===== src/hw/rtl/cdq_pkg.sv =====
`timescale 1ns / 1ps
package cdq_pkg;

  localparam int CdqCapacity  = 256;
  localparam int CdqDataWidth = 32;
  // cells between two scan pipeline registers
  localparam int CdqGroup     = 8;

  typedef enum logic [2:0] {
    CMD_FRONT_IN  = 3'd0,
    CMD_BACK_IN   = 3'd1,
    CMD_FRONT_OUT = 3'd2,
    CMD_BACK_OUT  = 3'd3,
    CMD_READ_AT   = 3'd4,
    CMD_RESIZE    = 3'd5,
    CMD_CLEAR     = 3'd6,
    CMD_NOP       = 3'd7
  } cmd_t;

  typedef enum logic [2:0] {
    ST_OK    = 3'd0,
    ST_FULL  = 3'd1,
    ST_EMPTY = 3'd2,
    ST_RANGE = 3'd3,
    ST_BIG   = 3'd4
  } status_t;

  typedef enum logic [1:0] {
    CELL_HOLD,
    CELL_SHL,
    CELL_SHR,
    CELL_FILL
  } cell_op_t;

  typedef enum logic [1:0] {
    S_IDLE,
    S_SCAN,
    S_DONE
  } state_t;

endpackage


===== src/hw/rtl/cdq_cell.sv =====
`timescale 1ns / 1ps
module cdq_cell
  import cdq_pkg::*;
#(
  parameter int IDX      = 0,
  parameter int DW       = CdqDataWidth,
  parameter int CW       = 9,
  parameter int IW       = 8,
  parameter bit REG_SCAN = 1'b0
) (
  input  logic          clk,
  input  cell_op_t      op,
  input  logic [CW-1:0] lo,
  input  logic [CW-1:0] hi,
  input  logic [DW-1:0] wdata,
  input  logic [DW-1:0] left_in,
  input  logic [DW-1:0] right_in,
  output logic [DW-1:0] data_o,
  input  logic [IW-1:0] sel_a,
  input  logic [IW-1:0] sel_b,
  input  logic [DW-1:0] scan_a_in,
  input  logic [DW-1:0] scan_b_in,
  output logic [DW-1:0] scan_a_o,
  output logic [DW-1:0] scan_b_o
);

  logic [DW-1:0] data_r, data_nxt;
  logic [DW-1:0] scan_a_c, scan_b_c;
  logic          in_fill;

  assign in_fill = (lo <= CW'(IDX)) && (CW'(IDX) < hi);

  always_comb begin
    data_nxt = data_r;
    case (op)
      CELL_SHL:  data_nxt = right_in;
      CELL_SHR:  data_nxt = left_in;
      CELL_FILL: if (in_fill) data_nxt = wdata;
      default:   data_nxt = data_r;
    endcase
  end

  always_ff @(posedge clk) begin
    data_r <= data_nxt;
  end

  assign data_o   = data_r;
  assign scan_a_c = (sel_a == IW'(IDX)) ? data_r : scan_a_in;
  assign scan_b_c = (sel_b == IW'(IDX)) ? data_r : scan_b_in;

  generate
    if (REG_SCAN) begin : g_reg
      logic [DW-1:0] scan_a_r, scan_b_r;
      always_ff @(posedge clk) begin
        scan_a_r <= scan_a_c;
        scan_b_r <= scan_b_c;
      end
      assign scan_a_o = scan_a_r;
      assign scan_b_o = scan_b_r;
    end else begin : g_comb
      assign scan_a_o = scan_a_c;
      assign scan_b_o = scan_b_c;
    end
  endgenerate

endmodule


===== config.mk =====
export PLATFORM = sky130hd
export DESIGN_NAME = cdq_cell
export DESIGN_NICKNAME = d
export VERILOG_FILES = /design/src/hw/rtl/cdq_pkg.sv /design/src/hw/rtl/cdq_cell.sv
export SDC_FILE = /design/constraint.sdc
export NUM_CORES = 1
export LEC_CHECK = 0
export ABC_CLOCK_PERIOD_IN_PS = 5500
export BUFFER_PORTS_ARGS = -buffer_cell sky130_fd_sc_hd__clkbuf_2
export CAP_MARGIN = 15
export CORE_AREA = 2 2 113 115
export CTS_BUF_LIST = sky130_fd_sc_hd__clkbuf_16
export DETAILED_ROUTE_END_ITERATION = 16
export DIE_AREA = 0 0 115 117
export MAX_ROUTING_LAYER = met4
export SLEW_MARGIN = 10
export SYNTH_ARGS = -nofsm -noshare
export SYNTH_HDL_FRONTEND = slang
export SYNTH_SLANG_ARGS = --single-unit

===== constraint.sdc =====
create_clock -name clk -period 5.5 [get_ports clk]
set_clock_uncertainty 0.05 [all_clocks]
set_input_delay 0.55 -clock clk [delete_from_list [all_inputs] [get_ports clk]]
set_output_delay 0.55 -clock clk [all_outputs]
set_load 0.01 [all_outputs]

* Yosys cells after proc, flatten, opt, wreduce, memory -nomap -nowiden
Index checks and enable logic that the tools add are counted.
** Storage, ports and cells
- Flip-flop bits (word level) :: 32
- Bits of input ports :: 197
- Output and inout bits :: 96
- Word-level logic and storage cells :: 16
** Cells by class
- Magnitude comparators :: 2
- Equal/unequal tests :: 4
- Muxes and demuxes :: 4
- Reductions and logical operators :: 5
** Operators with widths (number)
- $mux W32 :: 3
- $pmux W32 S3 :: 1
- $logic_not A8 Y1 :: 2
- $le A9 B1 Y1 const B :: 1
- $lt A1 B9 Y1 const A :: 1
- $eq A2 B2 Y1 const B :: 2
- $reduce_bool A3 Y1 :: 1
- $eq A2 B1 Y1 const B :: 1
- $ne A2 B2 Y1 const B :: 1
- $reduce_and A2 Y1 :: 1
- $logic_and A1 B1 Y1 :: 1

* Depth between registers and ports, before layout
- Depth in word-level cells :: 4
- Depth in mapped cells :: 7
- Gate-level depth less buffers :: 5

* Worst setup path before layout
Ideal clock, no wire load.
- Path kind :: input to register
- Start point :: input op[0]
- End point :: register data_r[0], in the netlist data_o[0] (enable)
- Setup time :: 0.433 ns
- Arrival time :: 2.675 ns
- Required time :: 5.017 ns
- Path slack :: 2.342 ns
- Stages on the path :: 4
- Buffers on the path :: 2
- Cell sequence :: ha_1 clkbuf_1 clkbuf_1 o22ai_1
** Between the ends
- Cells in the longest elaborated chain, start to end :: 3
- Elaborated cells on any way between the ends :: 6
- Those cells by class :: 4 x eq/ne; 2 x reduce/logical
** RTL lines
- start: declaration :: line cdq_cell.sv:12 : input cell_op_t op,
- $eq A2 B2 Y1 / $eq A2 B1 Y1 (equally long branches) :: line cdq_cell.sv:35 : case (op)
- $ne A2 B2 Y1 (no line) / $reduce_bool A3 Y1 (equally long branches)
- $reduce_and A2 Y1 (no line) *
- end signal: assignment :: line cdq_cell.sv:44 : data_r <= data_nxt;
- end: declaration :: line cdq_cell.sv:27 : logic [DW-1:0] data_r, data_nxt;
Every way passes the cells marked *; elsewhere a longest branch is shown, timed or not.
A chain may end at the register's enable or synchronous reset.

* Worst setup path after layout
- Start point :: input sel_b[5]
- End point :: output scan_b_o[9]
** Between the ends
- Cells in the longest elaborated chain, start to end :: 2
** RTL lines
- start: declaration :: line cdq_cell.sv:20 : input logic [IW-1:0] sel_b,
- $logic_not A8 Y1 :: line cdq_cell.sv:49 : assign scan_b_c = (sel_b == IW'(IDX)) ? data_r : scan_b_in;
- $mux W32 :: line cdq_cell.sv:49
- end: declaration :: line cdq_cell.sv:24 : output logic [DW-1:0] scan_b_o
Every way passes these cells.

==> impl_metrics.ini <==
[outcome]
outcome = finished, final reports clean

[setup_path]
cp-start-kind = input pin
endpoint_kind = output port
crit_family = simple AND/OR/NAND/NOR gates
crit_chain = clkbuf_2 > nor4_1 > nand2_2 > mux2_4 > clkbuf_2
cpMostUsedCell = clkbuf_2
timing_worst_setup_path_type = input pin to output port
cp_max_fo = 32
worst-path-buf-inv = 2
cp.required_ns = 4.90
critPathMaxStageDelay_ns = 0.69
slowest_stage = nand2_2
critPathArrivalTime_ns = 2.38

[clock_tree]
post_cts_buffers = 0
cts_resized = 0
cts_inserted_buffers = 5
cts_tree = built
worst_setup_hold_path_clk_slew_ns = 0.05
clock-sinks = 32
cts_hold_buf = 0
cts-root-buf = clkbuf_16
htreeDepth = 2
clock_path_buffers = 2

[job]
drv_cap = 0

[timing]
fmax_mhz = 335.7
drv_slew = 0
worst_pin_slew_ns = 1.161
slew_headroom_pct = 22.33
rsz0062_at_grt = false
setup_viol = 0
fin_crit_sh_pct = 54.16
hold_viol = 0
setup_tns_ns = 0
period_needed_ns = 2.979
timing.hold.ws_ns = 0.4933

[pwr]
combPwrFrac_pct = 28.4
worst_ir_drop_vdd_mv = 0.1110
p_leak_nw = 2.522
p_switching_w = 0.0002569
swShare_pct = 27.85
power_density_nw_per_um2 = 211.4
power.internal_w = 0.0006657
p_seq_share_pct = 37.8
power.share.clock_pct = 33.9

[layout]
final_cell_mix = clkbuf_2 (292), nand2_1 (64), mux2_4 (60)
area_growth_pct = 67.13
fin_util_pct = 35.45
final_common_cell = clkbuf_2
antennaDiodeCount = 0
drive_above_1_share_pct = 72.32
fin_nets = 711
largest_reg_flops = 32
fillers = 1244

[logic_synthesis]
syn_nets = 425
ys_warn_count = 0
yosysSeqAreaShare_pct = 36.80
syn_area_per_cell_sq_um = 11.55
syn_inst = 226
synth_area_sq_um = 2611
synth_cell_types = 16
ys_ff_latch = 32

[place]
place_hpwl_mm = 8.023
gp_congestion = 0.8094
port_buffers = 292

[route]
via_count = 2945
wl_per_cell_um = 15.16
postRouteWirelength_mm = 10.05
drt_iter0_drc = 95
vias_per_cell = 4.442
drtAntennaViolNets = 0
drt_pass1_iterations = 4
drcViolationCount = 0

[global_route]
grt_max_degree = 36
antenna_found_initial = 0
grt_pass1_wl_mm = 13.86
grt_pass1_vias = 2724
grt.overflow.total = 0
grt_usage_pct = 14.02

[die]
ioPinCount = 293
num_rows = 41
initial_core_util_pct = 21.21
die_area_sq_um = 13460
die_h_um = 117
core_area_sq_um = 12310
die_width_um = 115

[min_path]
hp-class = input pin to flop
[power by group through the flow]
stage               clock network, W  registers (W)  logic [W]
finish                      0.000312       0.000349   0.000262
global placement                   0       0.000354   0.000261
floorplan                          0       0.000359  0.0000996
detailed placement                 0       0.000355   0.000265
CTS                         0.000327       0.000350   0.000265
global route                0.000338       0.000354   0.000288
[Yosys cell counts (all sizes together)]
| library cell | count | area share [%] |
|---|---|---|
| ha | 2 | 0.96 |
| a22oi | 32 | 9.2 |
| nor2 | 1 | 0.14 |
| o22ai | 1 | 0.24 |
| buf | 8 | 3.0 |
| clkbuf | 9 | 1.3 |
| or3 | 1 | 0.24 |
| inv | 1 | 0.14 |
| nor4 | 7 | 1.7 |
| mux2 | 64 | 36 |
| or4 | 1 | 0.29 |
| edfxtp | 32 | 37 |
| nand4b | 1 | 0.34 |
| nand2 | 66 | 9.5 |
[worst paths after layout]
| kind | from | to | depth (start not counted) |
|---|---|---|---|
| worst max-delay path | sel_b[5] | scan_b_o[9] | 5 |
| worst min-delay path | right_in[23] | data_o[23] | 3 |
[per-stage QoR]
stage	area, sq um	cells	total power [W]	setup WS [ns]
finish	4364	663	0.0009226	2.521
global route	4364	663	0.0009794	2.404
global placement	4200	655	0.0006148	2.582
CTS	4364	663	0.0009430	2.518
detailed placement	4200	655	0.0006202	2.525
floorplan	2611	226	0.0004590	2.342
[layout make-up]
class,count,area (sq um),area share (%)
sequential,32,960.9,22.02
clock buffer,5,125.1,2.867
inverter,1,3.754,0.08601
timing repair buffer,296,1491,34.17
tap,150,187.7,4.300
multi-input combinational,176,1556,35.67
clock inverter,3,38.79,0.8888
[logic make-up (layout without fill, tap and decap cells)]
logic type | after synthesis | after routing | synth area share [%]
simple gates | 77 | 77 | 12.17
mux | 64 | 64 | 36.22
compound gates | 33 | 33 | 9.440
flops | 32 | 32 | 36.80
buf+inv | 18 | 305 | 4.408
fa+ha+maj | 2 | 2 | 0.9582
[per-layer routing]
| metal | GRT usage, % | vias to the layer above | wire length (um) |
|---|---|---|---|
| met4 | 3.373 | 0 | 79 |
| met2 | 24.39 | 175 | 5184 |
| met1 | 17.42 | 1353 | 4048 |
| met3 | 1.699 | 4 | 737 |
| met5 | - | - | 0 |
| li1 | - | 1413 | - |
Power figures use the tool's default switching activity.
